## src/rtl/biou_ram.sv

```systemverilog
// Generic single-port-write, registered-read RAM.
`timescale 1ns / 1ps
`default_nettype none
module biou_ram #(
  parameter int Width = 8,
  parameter int Depth = 16,
  localparam int AddrBits = (Depth > 1) ? $clog2(Depth) : 1
) (
  input  wire logic                clk_i,
  input  wire logic                we_i,
  input  wire logic [AddrBits-1:0] waddr_i,
  input  wire logic [Width-1:0]    wdata_i,
  input  wire logic [AddrBits-1:0] raddr_i,
  output logic      [Width-1:0]    rdata_o
);

  logic [Width-1:0] mem_q [Depth];

  always_ff @(posedge clk_i) begin
    if (we_i) begin
      mem_q[waddr_i] <= wdata_i;
    end
    rdata_o <= mem_q[raddr_i];
  end

endmodule
`default_nettype wire

```

## config.mk

```make
export PLATFORM = sky130hd
export DESIGN_NAME = biou_ram
export DESIGN_NICKNAME = d
export VERILOG_FILES = /design/src/rtl/biou_ram.sv
export SDC_FILE = /design/constraint.sdc
export NUM_CORES = 1
export LEC_CHECK = 0
export ABC_CLOCK_PERIOD_IN_PS = 3200
export BUFFER_PORTS_ARGS = -buffer_cell sky130_fd_sc_hd__buf_2
export CAP_MARGIN = 20
export CORE_MARGIN = 2
export CORE_UTILIZATION = 55
export CTS_CLUSTER_SIZE = 14
export DETAILED_ROUTE_END_ITERATION = 6
export HOLD_SLACK_MARGIN = 0.12
export MAX_ROUTING_LAYER = met4
export PLACE_DENSITY = 0.73
export SETUP_SLACK_MARGIN = 0.1
export SKIP_CTS_REPAIR_TIMING = 1
export SYNTH_ARGS = -nofsm -noshare
export SYNTH_HDL_FRONTEND = slang
export SYNTH_SLANG_ARGS = --single-unit
export TNS_END_PERCENT = 50
```

## constraint.sdc

```tcl
create_clock -name clk_i -period 3.2 [get_ports clk_i]
set_clock_uncertainty 0.05 [all_clocks]
set_input_delay 0.32 -clock clk_i [delete_from_list [all_inputs] [get_ports clk_i]]
set_output_delay 0.32 -clock clk_i [all_outputs]
set_load 0.01 [all_outputs]
```

# [After elaboration in Yosys (flattened, before gate mapping)]
# Memories as Yosys holds them, arrays and structs flattened. A register that Yosys moved wholly into a read port is not among the register bits.
# Index checks and enable logic that the tools add are counted.
[word_totals] word_cells=3 memories=1 out_inout_bits=8 in_bits=18 mem_bits_rw=128 reg_bits=0
[mem_list] memory="mem_q" depth=16 width=8 read_ports=1 rd_ports_with_merged_regs=1 wr=1 line="17" text="logic [Width-1:0] mem_q [Depth];"
[classes] n_mux=2
[op_table] operator="two-way mux 1 bit" n=2

# [Longest topological paths before layout]
# Gate-level depths: netlist of run 1.
[depth] ltp_word=2 ltp_mapped=5

# [Worst setup path after synthesis of run 1]
# Ideal clock, no wire load.
[synth_timing] path_type="input port to flip-flop" start="input port waddr_i[2]" end="memory mem_q[0][0], enable pin" required_ps=2767 arrival_time_ps=1430 path_buffers=0 stages=2 setup_slack_ps=1337 path_cell_list="or3b_2 nor3_1"
[synth_rtl] item="start: declaration" line="11" text="input wire logic [AddrBits-1:0] waddr_i,"
[synth_rtl] item="end: declaration" line="17"
# Straight into the memory's write port.

==> flow_metrics.py, run 1 <==
metrics = {
    "status": {
        "outcome": "complete, no violations",
    },
    "clocking": {
        "clk_pin_slew_ns": 0.06,
        "cts.sinks": 136,
        "h-tree-depth": 4,
        "max-clock-path-buffers": 2,
        "cts_tree": "done",
        "cts_buffers": 17,
        "clk_latency_ns": 0.51,
        "root_buffer": "clkbuf_8",
    },
    "synth": {
        "synth_top_flop_cell": "edfxtp_1",
        "synth_nets": 247,
        "synthArstFlopShare_pct": 0,
        "ys_warn_count": 0,
        "synth_top_area_share_pct": 74.7,
        "synth_edf_count": 128,
        "yosysTopAreaCell": "edfxtp_1",
        "ys_ff_latch": 136,
        "avgSynthCellArea_um2": 22.5,
        "syn_area_um2": 5150,
        "syn_inst": 229,
        "synth_area_leaders": "edfxtp_1 75%, mux4_2 7.9%, mux4_1 7.1%",
        "synth-seq-area-share_pct": 77.8,
        "ys_types": 19,
    },
    "grt": {
        "track_usage_pct": 21.7,
        "grt_pass1_wl_mm": 14.6,
        "grt_antenna_before_repair": 0,
        "grt_pass1_vias": 2461,
        "overflow": 0,
        "grt_max_degree": 33,
    },
    "power_and_ir_drop": {
        "p_per_area_nw_per_um2": 704,
        "ir_worst_vdd_mv": 0.361,
        "p_sw_w": 0.000871,
        "power.internal_w": 0.00335,
        "sequentialPowerShare_pct": 47.5,
        "power_frac_comb_pct": 4.2,
        "clock_power_share_pct": 48.3,
        "power_switching_share_pct": 20.6,
        "leakage_nw": 2.02,
    },
    "worst_hold_path": {
        "hold_path_class": "input pin to flop",
        "hp-start": "wdata_i[4]",
    },
    "sta": {
        "period_needed_ns": 1.80,
        "hold_viol": 0,
        "rsz0062_at_grt": "false",
        "fin_crit_sh_pct": 56.2,
        "setup_tns_ns": 0,
        "max_slew_margin_pct": 40.3,
        "tightest_slew_ns": 0.893,
        "slew_viol_final": 0,
        "fmax_mhz": 556,
        "setup-violations-final": 0,
    },
    "route": {
        "vias": 2424,
        "wl_per_cell_um": 24.3,
        "dr.first_iter.drc_count": 249,
        "wirelength_mm": 9.54,
        "drtPass1Iterations": 5,
        "detail-route-antenna-nets": 0,
        "drc": 0,
        "via_per_inst": 6.18,
    },
    "cells_and_area": {
        "seqCellArea_um2": 4000,
        "fillCellCount": 591,
        "drive_gt1_share_pct": 28.8,
        "multi_input_area_um2": 1060,
        "fin_nets": 286,
        "finalInstanceArea_um2": 5990,
        "syn2layout_area_growth_pct": 16.4,
        "n_antenna_cell": 0,
    },
    "floorplanning": {
        "io_pins": 26,
        "fp.coreArea_um2": 9150,
        "start_util_pct": 56.2,
        "die_w_um": 101,
        "fp-row-count": 35,
        "die_h_um": 101,
        "dieArea_um2": 10100,
    },
    "placement": {
        "gp_congestion": 0.721,
        "dp_hpwl_mm": 5.92,
        "port_buffers": 25,
        "placed_area_um2": 5360,
    },
    "run": {
        "max_cap_violations": 0,
    },
    "setup_path": {
        "path_max_fanout": 25,
        "critPathKind": "input pin to flop",
        "cp-start-kind": "input pin",
        "cp-startpoint": "raddr_i[0]",
        "endpoint_kind": "flop",
        "r2r-start": "mem_q[1][0]",
        "worstPathRequired_ns": 3.55,
        "crit_arrival_ns": 2.14,
    },
}
through the flow:
stage	hold WS (ns)	worst slack [ns]	total power (W)	cells	utilization, %
2_1_floorplan	0.369	1.34	0.00214	229	-
3_3_place_gp	0.602	0.905	0.00221	360	58.6
3_5_place_dp	0.612	0.832	0.00222	360	58.6
4_1_cts	0.124	1.36	0.00424	392	65.4
5_1_grt	0.138	1.27	0.00433	392	65.4
6_report	0.147	1.40	0.00422	392	65.4
path summary, 6_finish.rpt:
path | end | slack [ns] | cells past startpoint
worst max-delay path | rdata_o[1] | 1.40 | 5
worst max register to register | rdata_o[0] | 1.70 | 3
worst min register to register | rdata_o[6] | 0.61 | 3
worst min-delay path | mem_q[2][4] | 0.15 | 1
flip-flops by register name, indices dropped and copies added (netlist names):
register,flops
mem_q,128
rdata_o,8
logic make-up (layout without fill, tap and decap cells):
family,count (synthesis),after routing,synth area share [%]
AOI/OAI and AO/OA,16,16,2.33
and+or+nand+nor,35,35,3.18
DFF,136,136,77.8
buffers and inverters,10,62,1.68
muxes,32,32,15.0
synthesized netlist by cell type, drive strengths merged (2+ instances only):
master,count
mux4,32
edfxtp,128
nand3b,2
dfxtp,8
buf,7
nand2b,2
nor2,13
nor3,4
nand2,9
a22oi,16
clkdlybuf4s25,3
power by group through the flow:
stage	clock network, W	registers (W)	logic [W]
final	0.00204	0.00200	0.000178
after global routing	0.00213	0.00201	0.000194
after CTS	0.00206	0.00200	0.000180
after detailed placement	0	0.00204	0.000178
after global placement	0	0.00204	0.000172
after floorplan	0	0.00204	0.000101
critical path, cell delays in order:
cell and delay, ns:
buf_2 0.62, buf_4 0.33, mux4_1 0.57, a22oi_1 0.22, nand2_1 0.07
routing by layer:
metal | up-vias | wire [um] | track usage [%] | share of wire (%)
met4 | 0 | 191 | 8.64 | 2.0
met1 | 1244 | 3850 | 28.8 | 40
met5 | - | 0 | - | 0
met2 | 106 | 4910 | 32.7 | 51
met3 | 15 | 591 | 5.34 | 6.2
li1 | 1059 | - | - | -
layout make-up:
class                      count  area share, %
sequential                   136           66.8
multi-input combinational     83           17.7
tap                          111           2.32
clock inverter                15           3.55
timing repair buffer          30           2.72
clock buffer                  17           6.91
cells in the final DEF, fill, tap and decap left out, drive strengths merged:
cell type,n
clkinvlp,3
nor2b,1
nor3,4
bufinv,4
buf,30
nor2,13
nand3b,2
mux4,32
inv,6
nand2,9
clkbuf,17
dfxtp,8
clkinv,2
nand3,1
a22oi,16
or3b,1
nand2b,2
and2b,1
and2,1
edfxtp,128
Note: power is estimated with default switching activity, not from simulation.
==> inputs of run 2 (changes only) <==
ABC_CLOCK_PERIOD_IN_PS = 1900   (was 3200)
clock period = 1.9 ns   (was 3.2 ns; I/O delays follow)
==> flow_metrics.py, run 2 (synthesized netlist as in run 1, its figures left out) <==
metrics = {
    "setup_path": {
        "cpMaxStageDelayCell": "mux4_1",
        "r2r_setup_slack_ns": 0.50,
        "endpoint_kind": "flop",
        "reg2regPathDepth": 3,
        "crit_arrival_ns": 1.73,
        "max_stage_delay_ns": 0.49,
        "r2r-start": "mem_q[2][5]",
        "path_cells": "mux4_1 > a22oi_1 > nand2_1",
        "cp-start-kind": "flop",
        "r2r-end": "rdata_o[5]",
        "path_max_fanout": 1,
        "critPathTopFamily": "multiplexers",
        "critPathBufInv": 0,
        "worstPathRequired_ns": 2.24,
        "critPathKind": "flop to flop",
    },
    "clocking": {
        "max-clock-path-buffers": 2,
        "cts_tree": "done",
        "cts_buffers": 17,
        "clk_pin_slew_ns": 0.06,
        "root_buffer": "clkbuf_8",
        "cts.sinks": 136,
        "h-tree-depth": 4,
        "clk_latency_ns": 0.50,
    },
    "placement": {
        "port_buffers": 25,
        "dpl_worst_slack_ns": 0.182,
        "dp_hpwl_mm": 6.11,
        "gp_congestion": 0.796,
    },
    "cells_and_area": {
        "final_util_pct": 67.1,
        "drive_gt1_share_pct": 31.8,
        "fin_nets": 310,
        "top_register": "mem_q",
        "final_common_cell": "edfxtp_1",
        "most-common-layout-cells": "128 x edfxtp_1, 25 x buf_2, 19 x buf_4, 18 x mux4_2",
        "syn2layout_area_growth_pct": 19.3,
        "largest_reg_flops": 128,
        "n_antenna_cell": 0,
        "biggestRegsByFlops": "mem_q x128, rdata_o x8",
    },
    "grt": {
        "track_usage_pct": 21.7,
        "overflow": 0,
        "grt_max_degree": 33,
        "grt_pass1_wl_mm": 14.6,
        "grt_pass1_vias": 2480,
        "grt_antenna_before_repair": 0,
    },
    "sta": {
        "fmax_mhz": 717,
        "tightest_slew_ns": 0.461,
        "rsz0062_at_grt": "false",
        "fin_crit_sh_pct": 73.5,
        "finalWorstSetupSlack_ns": 0.504,
        "setup-violations-final": 0,
        "slew_viol_final": 0,
        "hold_viol": 0,
        "period_needed_ns": 1.40,
        "setup_tns_ns": 0,
        "max_slew_margin_pct": 69.2,
    },
    "floorplanning": {
        "die_w_um": 101,
        "fp-row-count": 35,
        "io_pins": 26,
        "die_h_um": 101,
        "dieArea_um2": 10100,
        "start_util_pct": 56.2,
        "fp.coreArea_um2": 9150,
    },
    "power_and_ir_drop": {
        "leakage_nw": 2.12,
        "ir_worst_vdd_mv": 0.646,
        "p_per_area_nw_per_um2": 1090,
        "p_total_w": 0.00668,
    },
    "route": {
        "wl_per_cell_um": 23.7,
        "dr.first_iter.drc_count": 267,
        "detail-route-antenna-nets": 0,
        "vias": 2512,
        "drtPass1Iterations": 5,
        "drc": 0,
        "via_per_inst": 6.04,
        "wirelength_mm": 9.85,
    },
    "status": {
        "outcome": "complete, no violations",
    },
    "run": {
        "max_cap_violations": 0,
    },
    "worst_hold_path": {
        "hold_end": "rdata_o[5]",
        "hp-start": "raddr_i[2]",
        "whs_path_depth": 4,
        "hold_path_class": "input pin to flop",
    },
}
==> run 2: cell count changes in the layout (fill, tap and decap cells not counted) <==
| cell | change |
|---|---|
| buf_12 | +2 |
| buf_4 | +14 |
| bufinv_16 | -3 |
| clkbuf_8 | +1 |
| clkinv_2 | +4 |
| clkinv_4 | +1 |
| dlygate4sd3_1 | +8 |
| inv_6 | -3 |
==> run 2: worst max path at each step <==
stage,start,to,slack (ns),depth (start not counted)
6_report,mem_q[2][5],rdata_o[5],0.50,3
5_1_grt,mem_q[1][5],rdata_o[5],0.45,3
4_1_cts,mem_q[2][5],rdata_o[5],0.50,3
3_5_place_dp,raddr_i[0],rdata_o[1],0.18,5
3_3_place_gp,raddr_i[0],rdata_o[1],0.18,5
2_1_floorplan,waddr_i[2],mem_q[0][0],0.17,2
==> run 2: report_power, final <==
part,total [W],internal (W),switching [W]
Clock,0.00297,0.00177,0.00120
Sequential,0.00337,0.00335,0.0000202
Combinational,0.000331,0.000148,0.000182
Total,0.00668,0.00528,0.00140
==> run 2: layout make-up <==
class | instances | area (um^2)
Clock inverter | 14 | 125
Fill cell | 565 | 3010
Sequential cell | 136 | 4000
Multi-Input combinational cell | 83 | 1060
Tap cell | 111 | 139
Timing Repair Buffer | 54 | 388
Clock buffer | 18 | 428
==> run 2: per-stage QoR <==
| stage | hold slack (ns) | cells | area (um^2) |
|---|---|---|---|
| 2_1_floorplan | 0.239 | 229 | 5150 |
| 3_3_place_gp | 0.514 | 376 | 5510 |
| 3_5_place_dp | 0.531 | 376 | 5510 |
| 4_1_cts | -0.00621 | 408 | 6060 |
| 5_1_grt | 0.175 | 416 | 6140 |
| 6_report | 0.154 | 416 | 6140 |
==> run 2: layer usage <==
layer	global-route usage, %	up-vias	share of wire, %
met3	4.79	7	6.3
met5	-	-	0
met1	28.9	1300	41
met4	7.90	0	1.1
li1	-	1098	-
met2	33.4	107	52
==> run 2: worst register-to-register path: cells and delay by family, from the launching register on <==
kind	cells	cell delay [ns]
flops	1	0.36
simple gates	1	0.08
mux	1	0.49
compound gates	1	0.30
==> inputs of run 3 (changes only) <==
ABC_CLOCK_PERIOD_IN_PS = 1260   (was 1900)
CORE_UTILIZATION = 54   (was 55)
PLACE_DENSITY = 0.74   (was 0.73)
clock period = 1.26 ns   (was 1.9 ns; I/O delays follow)
==> flow_metrics.py, run 3 (synthesized netlist as in run 1, its figures left out) <==
metrics = {
    "status": {
        "outcome": "finished with violations",
        "violations": "negative setup slack",
    },
    "sta": {
        "period_needed_ns": 1.31,
        "setup-violations-final": 7,
        "hold_viol": 0,
        "rsz0062_at_grt": "true",
        "setup_tns_ns": -0.199,
        "tightest_slew_ns": 0.960,
        "slew_viol_final": 0,
        "finalWorstSetupSlack_ns": -0.0501,
        "worst_hold_slack_ns": 0.0864,
        "max_slew_margin_pct": 35.9,
        "fmax_mhz": 763,
        "fin_crit_sh_pct": 104,
    },
    "floorplanning": {
        "start_util_pct": 55.7,
        "io_pins": 26,
        "fp-row-count": 35,
        "die_w_um": 102,
        "die_h_um": 102,
        "dieArea_um2": 10300,
        "fp.coreArea_um2": 9240,
    },
    "route": {
        "dr.first_iter.drc_count": 169,
        "drc": 0,
        "via_per_inst": 5.59,
        "vias": 2517,
        "drtPass1Iterations": 4,
        "detail-route-antenna-nets": 0,
        "wirelength_mm": 10.0,
        "wl_per_cell_um": 22.2,
    },
    "cells_and_area": {
        "final_common_cell": "edfxtp_1",
        "multi_input_area_um2": 1100,
        "seqCellArea_um2": 4000,
        "largest_reg_flops": 128,
        "top_register": "mem_q",
        "n_antenna_cell": 0,
        "biggestRegsByFlops": "mem_q x128, rdata_o x8",
        "final_util_pct": 70.1,
        "fillCellCount": 573,
        "drive_gt1_share_pct": 43.6,
        "most-common-layout-cells": "128 x edfxtp_1, 31 x mux4_2, 27 x buf_4, 24 x buf_2, 16 x clkbuf_16",
        "fin_nets": 326,
        "syn2layout_area_growth_pct": 25.9,
    },
    "grt": {
        "grt_antenna_before_repair": 0,
        "grt_pass1_wl_mm": 15.0,
        "overflow": 0,
        "grt_max_degree": 22,
        "track_usage_pct": 21.9,
        "grt_pass1_vias": 2628,
    },
    "placement": {
        "port_buffers": 25,
        "dpl_worst_slack_ns": -0.307,
        "gp_congestion": 0.790,
        "dp_hpwl_mm": 6.36,
    },
    "setup_path": {
        "endpoint_kind": "flop",
        "worstPathRequired_ns": 1.60,
        "cp-start-kind": "flop",
        "crit_arrival_ns": 1.65,
        "path_max_fanout": 1,
        "critPathKind": "flop to flop",
        "cp-startpoint": "mem_q[14][3]",
        "r2r-start": "mem_q[14][3]",
        "reg2regPathDepth": 3,
    },
    "worst_hold_path": {
        "hold_path_class": "input pin to flop",
        "whs_path_depth": 3,
        "hp-start": "waddr_i[3]",
    },
    "clocking": {
        "clk_latency_ns": 0.51,
        "h-tree-depth": 4,
        "cts.sinks": 136,
        "clk_pin_slew_ns": 0.06,
        "cts_buffers": 17,
        "root_buffer": "clkbuf_8",
        "cts_tree": "done",
        "max-clock-path-buffers": 2,
    },
    "power_and_ir_drop": {
        "ir_worst_vdd_mv": 0.964,
        "p_per_area_nw_per_um2": 1660,
        "leakage_nw": 2.20,
    },
    "run": {
        "max_cap_violations": 0,
    },
}
## run 3: cell count changes in the layout (fill, tap and decap cells not counted), sizes merged
cell and delta:
buf +14, clkbuf -1, clkinvlp -1, dlygate4sd3 +2, clkinv +1, bufinv +3
inv -2
## run 3: area by class of cell
cell class	count	area share, %
repair buffers	70	9.17
clock buffers	17	6.39
flip-flops and latches	136	61.8
multi-input cells	83	17.0
clock inverters	15	3.13
well taps	129	2.49
## run 3: where the power goes
group          internal, W  switching (W)
clock              0.00322        0.00184
sequential         0.00506      0.0000332
combinational     0.000291       0.000312
total              0.00857        0.00218
## run 3: path summary, 6_finish.rpt
kind                                     to  slack [ns]
worst max-delay path             rdata_o[3]       -0.05
worst max register to register   rdata_o[3]       -0.05
worst min-delay path            mem_q[1][5]        0.09
worst min register to register   rdata_o[4]        0.62
## run 3: per-layer routing
metal	vias to the layer above	GRT usage, %	share of wire (%)
met1	1286	29.0	42
met3	6	6.07	6.7
met5	-	-	0
li1	1125	-	-
met4	0	8.52	0.81
met2	100	32.7	50
## run 3: stage by stage
stage                     cells  instance area, um^2  power [W]
after detailed placement    408                 5750    0.00573
after CTS                   440                 6370     0.0108
after global placement      408                 5750    0.00571
after floorplan             229                 5190    0.00545
after global routing        450                 6480     0.0111
final                       450                 6480     0.0107
## run 3: worst max-delay path, cell delays in order, from the launching register on
cell      delay, ns
edfxtp_1       0.40
mux4_2         0.52
a22oi_2        0.17
nand2_1        0.06
