`src/rtl/biou_div_cell.sv`:
```
// One restoring-division cell: resolves one quotient bit and passes on.
`timescale 1ns / 1ps
`default_nettype none
module biou_div_cell #(
  parameter int DivBits = 25,
  parameter int QBits   = 17,
  localparam int RemBits = DivBits + 1
) (
  input  wire logic               clk_i,
  input  wire logic               rst_ni,
  input  wire logic               valid_i,
  input  wire logic [RemBits-1:0] rem_i,
  input  wire logic [DivBits-1:0] div_i,
  input  wire logic [QBits-1:0]   quo_i,
  output logic                    valid_o,
  output logic      [RemBits-1:0] rem_o,
  output logic      [DivBits-1:0] div_o,
  output logic      [QBits-1:0]   quo_o
);

  logic               bit_w;
  logic [RemBits-1:0] diff_w;

  assign bit_w  = rem_i >= {1'b0, div_i};
  assign diff_w = bit_w ? (rem_i - {1'b0, div_i}) : rem_i;

  always_ff @(posedge clk_i or negedge rst_ni) begin
    if (!rst_ni) begin
      valid_o <= 1'b0;
    end else begin
      valid_o <= valid_i;
    end
  end

  always_ff @(posedge clk_i) begin
    rem_o <= {diff_w[RemBits-2:0], 1'b0};
    div_o <= div_i;
    quo_o <= {quo_i[QBits-2:0], bit_w};
  end

endmodule
`default_nettype wire

```
`config.mk`:
```
export PLATFORM = sky130hd
export DESIGN_NAME = biou_div_cell
export DESIGN_NICKNAME = d
export VERILOG_FILES = /design/src/rtl/biou_div_cell.sv
export SDC_FILE = /design/constraint.sdc
export NUM_CORES = 1
export LEC_CHECK = 0
export BUFFER_PORTS_ARGS = -buffer_cell sky130_fd_sc_hd__buf_2
export CAP_MARGIN = 20
export CORE_MARGIN = 2
export CORE_UTILIZATION = 50
export CTS_CLUSTER_SIZE = 25
export DETAILED_ROUTE_END_ITERATION = 8
export HOLD_SLACK_MARGIN = 0.08
export PLACE_DENSITY = 0.87
export SETUP_SLACK_MARGIN = 0.4
export SLEW_MARGIN = 10
export SYNTH_ARGS = -nofsm -noshare
export SYNTH_HDL_FRONTEND = slang
export SYNTH_SLANG_ARGS = --single-unit
```
`constraint.sdc`:
```
create_clock -name clk_i -period 0.93 [get_ports clk_i]
set_clock_uncertainty 0.05 [all_clocks]
set_input_delay 0.093 -clock clk_i [delete_from_list [all_inputs] [get_ports clk_i]]
set_output_delay 0.093 -clock clk_i [all_outputs]
set_load 0.02 [all_outputs]
```
Word-level counts from Yosys, hierarchy flattened
Cells that the tools add are included.
{"block": "totals", "reg_bits": 68, "input_bits": 71, "output_inout_bits": 69, "elab_cells": 7}
{"block": "classes", "add_sub_neg": 1, "order_cmp": 1, "n_mux": 1}
{"cell": "$ge 26x25->1", "n": 1}
{"cell": "$mux 25", "n": 1}
{"cell": "$sub 25x25->25", "n": 1}

Depth between registers and ports, before layout
Gate-level depths: netlist of run 1.
{"block": "logic_depth", "depth_word": 2, "mapped_depth": 14, "depth_no_buf": 12}

Least setup slack after synthesis of run 1
Ideal clock, no wire load.
{"block": "synth_timing", "path_kind": "input to register", "startpoint": "in rem_i[0]", "endpoint": "reg rem_o[10]", "setup_time_ns": 0.121, "arrival_ns": 2.652, "required_ns": 0.759, "slack_ns": -1.894, "path_stages": 14, "n_path_buf": 2, "path_cell_list": "inv_1 ha_1 inv_1 fa_1 a21o_1 a311o_1 nor2b_4 a2111o_1 and3_1 buf_6 nor2_8 inv_4 buf_8 mux2_4"}
{"block": "synth_between", "elab_chain_cells": 2}
{"element": "start: declaration", "line": "12", "rtl": "input wire logic [RemBits-1:0] rem_i,"}
{"element": "$sub 25x25->25 / $ge 26x25->1 (equally long branches)", "line": "25, 24"}
{"element": "$mux 25 (*)", "line": "25", "rtl": "assign diff_w = bit_w ? (rem_i - {1'b0, div_i}) : rem_i;"}
{"element": "net diff_w[9]", "line": "22", "rtl": "logic [RemBits-1:0] diff_w;"}
{"element": "end signal: assignment", "line": "36", "rtl": "rem_o <= {diff_w[RemBits-2:0], 1'b0};"}
{"element": "end: declaration", "line": "16", "rtl": "output logic [RemBits-1:0] rem_o,"}
The timed path passes the listed nets; every way through them passes the cells marked *.

Worst setup path after layout of run 1
{"block": "layout_timing", "startpoint": "in div_i[15]", "endpoint": "reg rem_o[3]"}
{"block": "layout_between", "elab_chain_cells": 2}
{"element": "start: declaration", "line": "13", "rtl": "input wire logic [DivBits-1:0] div_i,"}
{"element": "$ge 26x25->1", "line": "24", "rtl": "assign bit_w = rem_i >= {1'b0, div_i};"}
{"element": "$mux 25", "line": "25"}
{"element": "net diff_w[2]", "line": "22"}
The timed path passes the listed nets, and every way through them passes these cells.

==> results of run 1 <==
[logic make-up after synthesis]
logic type	after synthesis	synth area share, %
adders and majority gates	26	10.4
AOI/OAI and AO/OA	75	15.3
and+or+nand+nor	68	11.5
muxes	18	7.73
xor gates and xnor gates	22	6.04
other	1	0.118
DFF	68	42.9
buffers and inverters	42	6.00
[layer usage]
metal / vias to the layer above / wire (um) / global-route usage (%)
li1: 1593 / - / -
met1: 1760 / 4680 / 34.9
met2: 338 / 6950 / 62.8
met3: 81 / 1370 / 7.91
met4: 0 / 831 / 17.7
met5: - / 0 / 0
[through the flow]
step	hold slack (ns)	area, sq um	utilization, %	std cells
2_1_floorplan	-0.253	3310	-	320
3_3_place_gp	-0.180	4710	75.5	615
3_5_place_dp	-0.179	4710	75.5	615
4_1_cts	-0.207	5450	87.4	634
5_1_grt	-0.217	5510	88.3	636
6_report	-0.220	5510	88.3	636
[placed cells by master, fill, tap and decap left out, types with 5 or more instances in the layout]
cell type / count
buf_4: 95
buf_6: 69
buf_2: 68
dfxtp_2: 67
inv_1: 28
ha_1: 24
a21oi_1: 20
xnor2_1: 19
nand2_1: 14
mux2_4: 13
nor2_1: 12
o21ai_0: 9
clkbuf_8: 9
nor3_1: 8
a21o_1: 7
a21oi_2: 7
nand4_1: 5
[repair_timing]
item	CTS	global route
pin swaps	6	6
cloned	0	0
endpoints found under the setup margin	94	94
buffers inserted	2	2
resized for setup	161	8
hold endpoints to repair	66	63
[worst max-delay path by stage]
stage                     slack [ns]  cells past startpoint   endpoint
final                          -1.61                     13   rem_o[3]
after global routing           -1.66                     13   rem_o[3]
after CTS                      -1.43                     13  rem_o[16]
after detailed placement       -2.02                     13  rem_o[19]
after global placement         -1.94                     13  rem_o[21]
after floorplan                -1.82                     14  rem_o[10]
[power by group through the flow]
stage | Combinational (mW) | Clock [mW] | Sequential, mW
final | 3.62 | 2.81 | 3.52
after detailed placement | 2.87 | 0 | 3.44
after floorplan | 1.22 | 0 | 3.89
after global placement | 2.79 | 0 | 3.43
after CTS | 3.34 | 2.68 | 3.48
after global routing | 3.76 | 2.92 | 3.53
[cell type report]
| cell class | count | share of cell area (%) |
|---|---|---|
| clock buffers | 10 | 2.32 |
| multi-input cells | 210 | 31.6 |
| repair buffers | 234 | 33.8 |
| flip-flops and latches | 68 | 26.3 |
| well taps | 77 | 1.75 |
| inverters | 31 | 2.57 |
| clock inverters | 6 | 1.61 |
[state kept, by name, indices dropped and copies added (netlist names)]
name     flops
div_o       25
rem_o       25
quo_o       17
valid_o      1
==> flow_metrics.py, run 1 <==
metrics = {
    "critical_path": {
        "cp_cell_sequence": "buf_2, inv_1, ha_1, a21o_1, a211oi_1, buf_4, nand3_1, a2111o_1, and3_4, nor2_8, inv_12, buf_4, a21oi_2",
        "cp-start-kind": "input pin",
        "critPathKind": "in2reg",
        "crit_fanout": 23,
        "cp.arrival_ns": 2.75,
        "critPathMaxStageDelay_ns": 0.39,
        "crit_buf_inv": 5,
        "cp.required_ns": 1.14,
        "cp-startpoint": "div_i[15]",
        "cp-end-kind": "flop",
        "cp_slowest_cell": "a2111o_1",
        "cp_top_family": "compound AO/OA/AOI/OAI gates",
        "worst_path_most_repeated_cell": "buf_4",
    },
    "die": {
        "fp.coreArea_sq_um": 6240,
        "die_x_um": 83.9,
        "ios": 140,
        "die-height_um": 83.9,
        "dieArea_sq_um": 7030,
        "start_util_pct": 51.1,
        "num_rows": 29,
    },
    "place": {
        "dpl_worst_slack_ns": -2.02,
        "place.gp.congestion": 0.890,
        "portBuffers": 137,
        "dp_hpwl_um": 7160,
    },
    "clock_tree": {
        "root_buffer": "clkbuf_8",
        "cts_made_buffers": 9,
        "cts_sinks": 68,
        "ctsHoldBuffers": 1,
        "clkTransAtPathRegs_ns": 0.09,
        "clockBufferDepth": 2,
        "cts_tree": "yes",
        "cts.htree.levels": 3,
    },
    "routing": {
        "num_vias": 3772,
        "wl_um": 13800,
        "ant_nets": 0,
        "initialDrtViolationCount": 424,
        "wl_per_cell_um": 21.7,
        "via_per_inst": 5.93,
        "first_pass_iters": 6,
        "route.detailed.drc": 0,
    },
    "sta": {
        "rsz0062_at_grt": "yes",
        "final.setup.worst_slack_ns": -1.61,
        "worst_slew_pin_slew_ns": 0.588,
        "period_share_pct": 273,
        "max_freq_mhz": 394,
        "hold_ws_ns": -0.220,
        "finalHoldViolCount": 62,
        "setup_viol": 92,
        "fin_setup_tns_ns": -39.99,
        "period_needed_ns": 2.54,
        "drv_slew": 0,
        "max-slew-margin-rel_pct": 60.4,
    },
    "grt": {
        "grt_pass1_wl_um": 18800,
        "grt_pass1_vias": 3814,
        "grtUsageTotal_pct": 33.8,
        "overflow": 0,
        "grt_max_degree": 24,
        "antenna_found_initial": 0,
    },
    "logic_synthesis": {
        "async_flop_share_pct": 1.47,
        "synth_cell_type_count": 55,
        "syn-num-nets": 417,
        "synth_top_cell_by_area": "dfxtp_1",
        "synth_top_area_share_pct": 42.1,
        "ys_seq_elements": 68,
        "ys_seq_area_share_pct": 42.9,
        "synth_most_common_cell": "dfxtp_1",
        "synth_edf_count": 0,
        "synth.cells.most_frequent": "dfxtp_1, inv_1, a21oi_1",
        "synth_cells": 320,
        "synth_ff_type": "dfxtp_1",
        "synth_area_leaders": "dfxtp_1, ha_1, mux2_4, xnor2_1, a21oi_1",
        "synthesis.area_sq_um": 3190,
        "synth.yosys.warnings": 0,
        "syn_avg_cell_area_sq_um": 9.96,
    },
    "finish": {
        "fillCellCount": 258,
        "drive_gt1_share_pct": 64.2,
        "seq_area_sq_um": 1450,
        "area_growth_syn_to_layout_pct": 72.8,
        "n_antenna_cell": 0,
        "multi_input_area_sq_um": 1740,
        "nets": 651,
    },
    "power_and_ir_drop": {
        "pwr-share-seq_pct": 35.4,
        "internal-power_mw": 6.69,
        "peakVddDrop_mv": 1.76,
        "p_switching_mw": 3.25,
        "power_frac_comb_pct": 36.4,
        "power_mw": 9.95,
        "pwr-share-clk_pct": 28.3,
        "p_per_area_nw_per_um2": 1810,
        "p_leak_nw": 2.73,
        "p_sw_share_pct": 32.7,
    },
    "worst_hold_path": {
        "hold_path.class": "in2reg",
        "hold_start": "quo_i[4]",
        "holdPathStages": 1,
        "whs_endpoint": "quo_o[5]",
    },
    "run_status": {
        "failed_checks": "hold timing, setup timing",
        "status": "finished, violations left",
    },
    "run": {
        "cap_viol_max_count": 0,
    },
}
No activity file was read; power rests on OpenSTA's default activity.
==> run 2: changes to the inputs <==
--- a/config.mk
+++ b/config.mk
@@ -5,14 +5,17 @@
 export SDC_FILE = /design/constraint.sdc
 export NUM_CORES = 1
 export LEC_CHECK = 0
+export ABC_AREA = 1
 export BUFFER_PORTS_ARGS = -buffer_cell sky130_fd_sc_hd__buf_2
 export CAP_MARGIN = 20
+export CORE_ASPECT_RATIO = 1.4
 export CORE_MARGIN = 2
 export CORE_UTILIZATION = 50
 export CTS_CLUSTER_SIZE = 25
 export DETAILED_ROUTE_END_ITERATION = 8
 export HOLD_SLACK_MARGIN = 0.08
-export PLACE_DENSITY = 0.87
+export PLACE_DENSITY = 0.84
+export REMOVE_ABC_BUFFERS = 1
 export SETUP_SLACK_MARGIN = 0.4
 export SLEW_MARGIN = 10
 export SYNTH_ARGS = -nofsm -noshare
==> run 2 against run 1 <==
Effect of this change: the flow now stops in global routing; area after synthesis rose by 20%; synthesized cell count is 83% higher.
==> flow_metrics.py, run 2 <==
metrics = {
    "logic_synthesis": {
        "synth_edf_count": 0,
        "synth_fa_ha_area_share_pct": 8.68,
        "async_flop_share_pct": 1.47,
        "synth_cell_type_count": 29,
        "ys_seq_elements": 68,
        "synth_compound_area_share_pct": 1.92,
        "synthMuxAreaShare_pct": 0,
        "yosys.area_share.simple_pct": 37.6,
        "synth_ff_type": "dfxtp_1",
        "synth_cells": 586,
        "synth_top_cell_by_area": "dfxtp_1",
        "synth_top_family_by_area": "simple AND/OR/NAND/NOR gates",
        "synth.yosys.warnings": 0,
        "synth.cells.most_frequent": "nand2_1, inv_1, dfxtp_1",
        "synth_top_area_share_pct": 35.0,
        "synth_xor_xnor_area_share_pct": 2.74,
        "synth_area_leaders": "dfxtp_1, nand2_1, inv_1, ha_1, nand4_1",
        "synthesis.area_sq_um": 3840,
        "synth_most_common_cell": "nand2_1",
        "syn_avg_cell_area_sq_um": 6.55,
        "ys_seq_area_share_pct": 35.6,
    },
    "run_status": {
        "stop_stage": "global routing",
        "error_line": "[ERROR GRT-0232] Routing congestion too high. Check the congestion heatmap in the GUI.",
        "status": "stopped before the end",
    },
    "grt": {
        "grt_max_degree": 15,
        "grtUsageTotal_pct": 85.4,
        "overflow": 217,
    },
    "clock_tree": {
        "cts_made_buffers": 9,
        "root_buffer": "clkbuf_8",
        "cts.htree.levels": 3,
        "clockBufferDepth": 2,
        "cts_sinks": 68,
    },
    "die": {
        "ios": 140,
        "die_x_um": 78.0,
        "die-height_um": 108,
        "start_util_pct": 51.8,
        "num_rows": 37,
    },
    "place": {
        "dp_hpwl_um": 9460,
        "place.gp.congestion": 0.849,
        "portBuffers": 137,
    },
    "sta": {
        "worst-ep-kind": "register data pin",
        "postGrtWorstEndpoint": "rem_o[23]$_DFF_P_/D",
    },
}
-- run 2: metrics by stage --
stage / cell area (sq um) / hold WS, ns / setup WS [ns] / std cells / setup TNS [ns]
2_1_floorplan: 3780 / -0.253 / -0.959 / 577 / -24.59
4_1_cts: 6700 / -0.219 / -0.411 / 940 / -11.64
3_5_place_dp: 5240 / -0.180 / -1.01 / 892 / -23.60
3_3_place_gp: 5240 / -0.183 / -0.985 / 892 / -22.89
-- run 2: metal layers --
layer | GRT usage, % | GRT overflow
met1 | 80.4 | 4
met2 | 107 | 160
met3 | 66.3 | 0
met4 | 96.4 | 53
met5 | 12.7 | 0
-- run 2: what timing repair did --
item / 4_1_cts
hold endpoints to repair: 68
setup buffers: 10
pin swaps: 26
gates resized for setup: 297
setup endpoints to repair: 94
hold buffers: 21
cloned: 1
-- run 2: kinds of logic after synthesis --
kind of cell / Yosys count
other: 1
xor gates and xnor gates: 12
adders and majority gates: 26
buffers and inverters: 130
DFF: 68
and+or+nand+nor: 337
AOI/OAI and AO/OA: 12
==> run 3: changes to the inputs <==
--- a/config.mk
+++ b/config.mk
@@ -8,15 +8,11 @@
 export ABC_AREA = 1
 export BUFFER_PORTS_ARGS = -buffer_cell sky130_fd_sc_hd__buf_2
 export CAP_MARGIN = 20
-export CORE_ASPECT_RATIO = 1.4
 export CORE_MARGIN = 2
-export CORE_UTILIZATION = 50
-export CTS_CLUSTER_SIZE = 25
+export CORE_UTILIZATION = 35
 export DETAILED_ROUTE_END_ITERATION = 8
-export HOLD_SLACK_MARGIN = 0.08
-export PLACE_DENSITY = 0.84
+export PLACE_DENSITY_LB_ADDON = 0.15
 export REMOVE_ABC_BUFFERS = 1
-export SETUP_SLACK_MARGIN = 0.4
 export SLEW_MARGIN = 10
 export SYNTH_ARGS = -nofsm -noshare
 export SYNTH_HDL_FRONTEND = slang
==> run 3 against run 2 <==
Effect of this change: the flow now finishes, with violations (setup timing); synthesized cell count stayed put; area after synthesis stayed put.
==> flow_metrics.py, run 3 <==
metrics = {
    "critical_path": {
        "cp_cell_sequence": "buf_8, inv_4, ha_4, inv_4, fa_2, nand3_2, nand3_2, nand3_4, nand3_4, buf_12, buf_12, nand2_2, nand2_2",
        "crit_cells": 13,
        "crit_fanout": 8,
        "cp-end-kind": "flop",
        "cp_slowest_cell": "fa_2",
        "critPathMaxStageDelay_ns": 0.42,
        "cp.arrival_ns": 1.65,
        "crit_buf_inv": 5,
        "cp.required_ns": 1.14,
        "cp_top_family": "adder cells",
        "cp-start-kind": "input pin",
        "critPathKind": "in2reg",
    },
    "logic_synthesis": {
        "synth.yosys.warnings": 0,
        "ys_seq_area_share_pct": 35.6,
        "synth_cell_type_count": 29,
        "synth_cells": 586,
        "synth_ff_type": "dfxtp_1",
        "synth_most_common_cell": "nand2_1",
        "synth_edf_count": 0,
        "synth_area_leaders": "dfxtp_1, nand2_1, inv_1, ha_1, nand4_1",
        "syn_avg_cell_area_sq_um": 6.55,
        "ys_seq_elements": 68,
        "synth.cells.most_frequent": "nand2_1, inv_1, dfxtp_1",
        "async_flop_share_pct": 1.47,
        "synth_top_cell_by_area": "dfxtp_1",
        "synth_top_area_share_pct": 35.0,
        "synthesis.area_sq_um": 3840,
    },
    "run_status": {
        "failed_checks": "setup timing",
        "status": "finished, violations left",
    },
    "grt": {
        "antenna_found_initial": 0,
        "grtUsageTotal_pct": 25.6,
        "grt_pass1_wl_um": 22600,
        "overflow": 0,
        "grt_max_degree": 14,
        "grt_pass1_vias": 4560,
    },
    "place": {
        "dp_hpwl_um": 9480,
        "dpl_cell_area_sq_um": 5320,
        "portBuffers": 137,
        "place.gp.congestion": 0.838,
    },
    "die": {
        "start_util_pct": 35.7,
        "die-height_um": 109,
        "dieArea_sq_um": 11800,
        "num_rows": 38,
        "ios": 140,
        "die_x_um": 109,
        "fp.coreArea_sq_um": 10700,
    },
    "finish": {
        "fillCellCount": 867,
        "nets": 985,
        "finalInstanceArea_sq_um": 7600,
        "area_growth_syn_to_layout_pct": 98.2,
        "final_common_cell": "nand2_1",
        "n_antenna_cell": 0,
        "drive_gt1_share_pct": 53.2,
        "reg_top3": "div_o x25, rem_o x25, quo_o x17",
        "mostFrequentLayoutCells": "nand2_1, inv_1, buf_4",
    },
    "sta": {
        "rsz0062_at_grt": "yes",
        "max_freq_mhz": 698,
        "drv_slew": 0,
        "period_share_pct": 154,
        "setup_viol": 94,
        "final.setup.worst_slack_ns": -0.503,
        "finalHoldViolCount": 0,
        "period_needed_ns": 1.43,
    },
    "worst_hold_path": {
        "hold_path.class": "in2reg",
        "holdPathStages": 4,
        "whs_endpoint": "rem_o[20]",
        "hold_start": "rem_i[19]",
    },
    "power_and_ir_drop": {
        "peakVddDrop_mv": 0.840,
        "power_mw": 9.95,
        "p_leak_nw": 3.98,
        "p_per_area_nw_per_um2": 1310,
    },
    "routing": {
        "route.detailed.drc": 0,
        "ant_nets": 0,
        "first_pass_iters": 8,
        "num_vias": 4650,
        "via_per_inst": 4.50,
        "wl_um": 15300,
        "wl_per_cell_um": 14.8,
        "initialDrtViolationCount": 170,
    },
    "clock_tree": {
        "cts_sinks": 68,
        "root_buffer": "clkbuf_8",
        "cts.htree.levels": 3,
        "cts_tree": "yes",
        "clkTransAtPathRegs_ns": 0.08,
        "clockBufferDepth": 2,
        "cts_made_buffers": 9,
    },
    "run": {
        "cap_viol_max_count": 0,
    },
}
==> run 3: cell counts after synthesis <==
No cell type changed its count.
==> run 3: power breakdown <==
group | switching [mW] | internal (mW)
logic | 2.10 | 2.14
registers | 0.155 | 3.29
clock network | 1.22 | 1.03
==> run 3: metal layers <==
metal,GRT usage [%],up-vias,share of wire (%),wire [um]
met5,0,-,0,0
met3,4.60,20,6.1,932
met1,32.5,2094,44,6710
li1,-,2390,-,-
met4,10.5,0,1.7,265
met2,42.7,146,48,7360
==> run 3: repair_timing <==
item / in CTS / in global routing
setup buffers: 14 / 6
hold endpoints to repair: 55 / 1
gates cloned: 3 / 1
hold buffers: 55 / 1
pin swaps: 40 / 23
gates resized for setup: 316 / 92
endpoints found under the setup margin: 94 / 94
==> run 3: final cells by class <==
class	count	area [sq um]	share of cell area, %
Clock inverter	4	25.0	0.329
Timing Repair Buffer	300	2720	35.8
Tap cell	140	175	2.30
Inverter	121	467	6.14
Sequential cell	68	1450	19.1
Clock buffer	12	145	1.91
Multi-Input combinational cell	388	2620	34.4
==> run 3: worst max-delay path by stage <==
| stage | startpoint | end | slack (ns) |
|---|---|---|---|
| floorplan | div_i[12] | rem_o[12] | -0.96 |
| global placement | rem_i[13] | rem_o[17] | -0.93 |
| detailed placement | rem_i[0] | rem_o[19] | -0.96 |
| CTS | div_i[24] | rem_o[17] | -0.43 |
| global route | rem_i[0] | rem_o[12] | -0.56 |
| finish | rem_i[0] | rem_o[15] | -0.50 |
==> run 3: kinds of logic after synthesis <==
kind of cell | count (synthesis) | share of synthesized area, %
XOR/XNOR | 12 | 2.74
other | 1 | 0.0978
buffers and inverters | 130 | 13.3
AO/OA/AOI/OAI | 12 | 1.92
AND/OR/NAND/NOR | 337 | 37.6
adder cells (fa/ha/maj) | 26 | 8.68
flip-flops | 68 | 35.6
==> run 3: per-stage QoR <==
step | hold slack [ns] | worst slack [ns] | std cells | util (%) | TNS [ns]
6_report | 0.0118 | -0.503 | 1033 | 70.7 | -13.74
2_1_floorplan | -0.253 | -0.959 | 577 | - | -24.59
3_3_place_gp | -0.183 | -0.932 | 940 | 49.5 | -23.13
4_1_cts | -0.218 | -0.432 | 1028 | 67.6 | -13.05
5_1_grt | 0.0519 | -0.564 | 1033 | 70.7 | -16.72
3_5_place_dp | -0.181 | -0.955 | 940 | 49.5 | -23.99
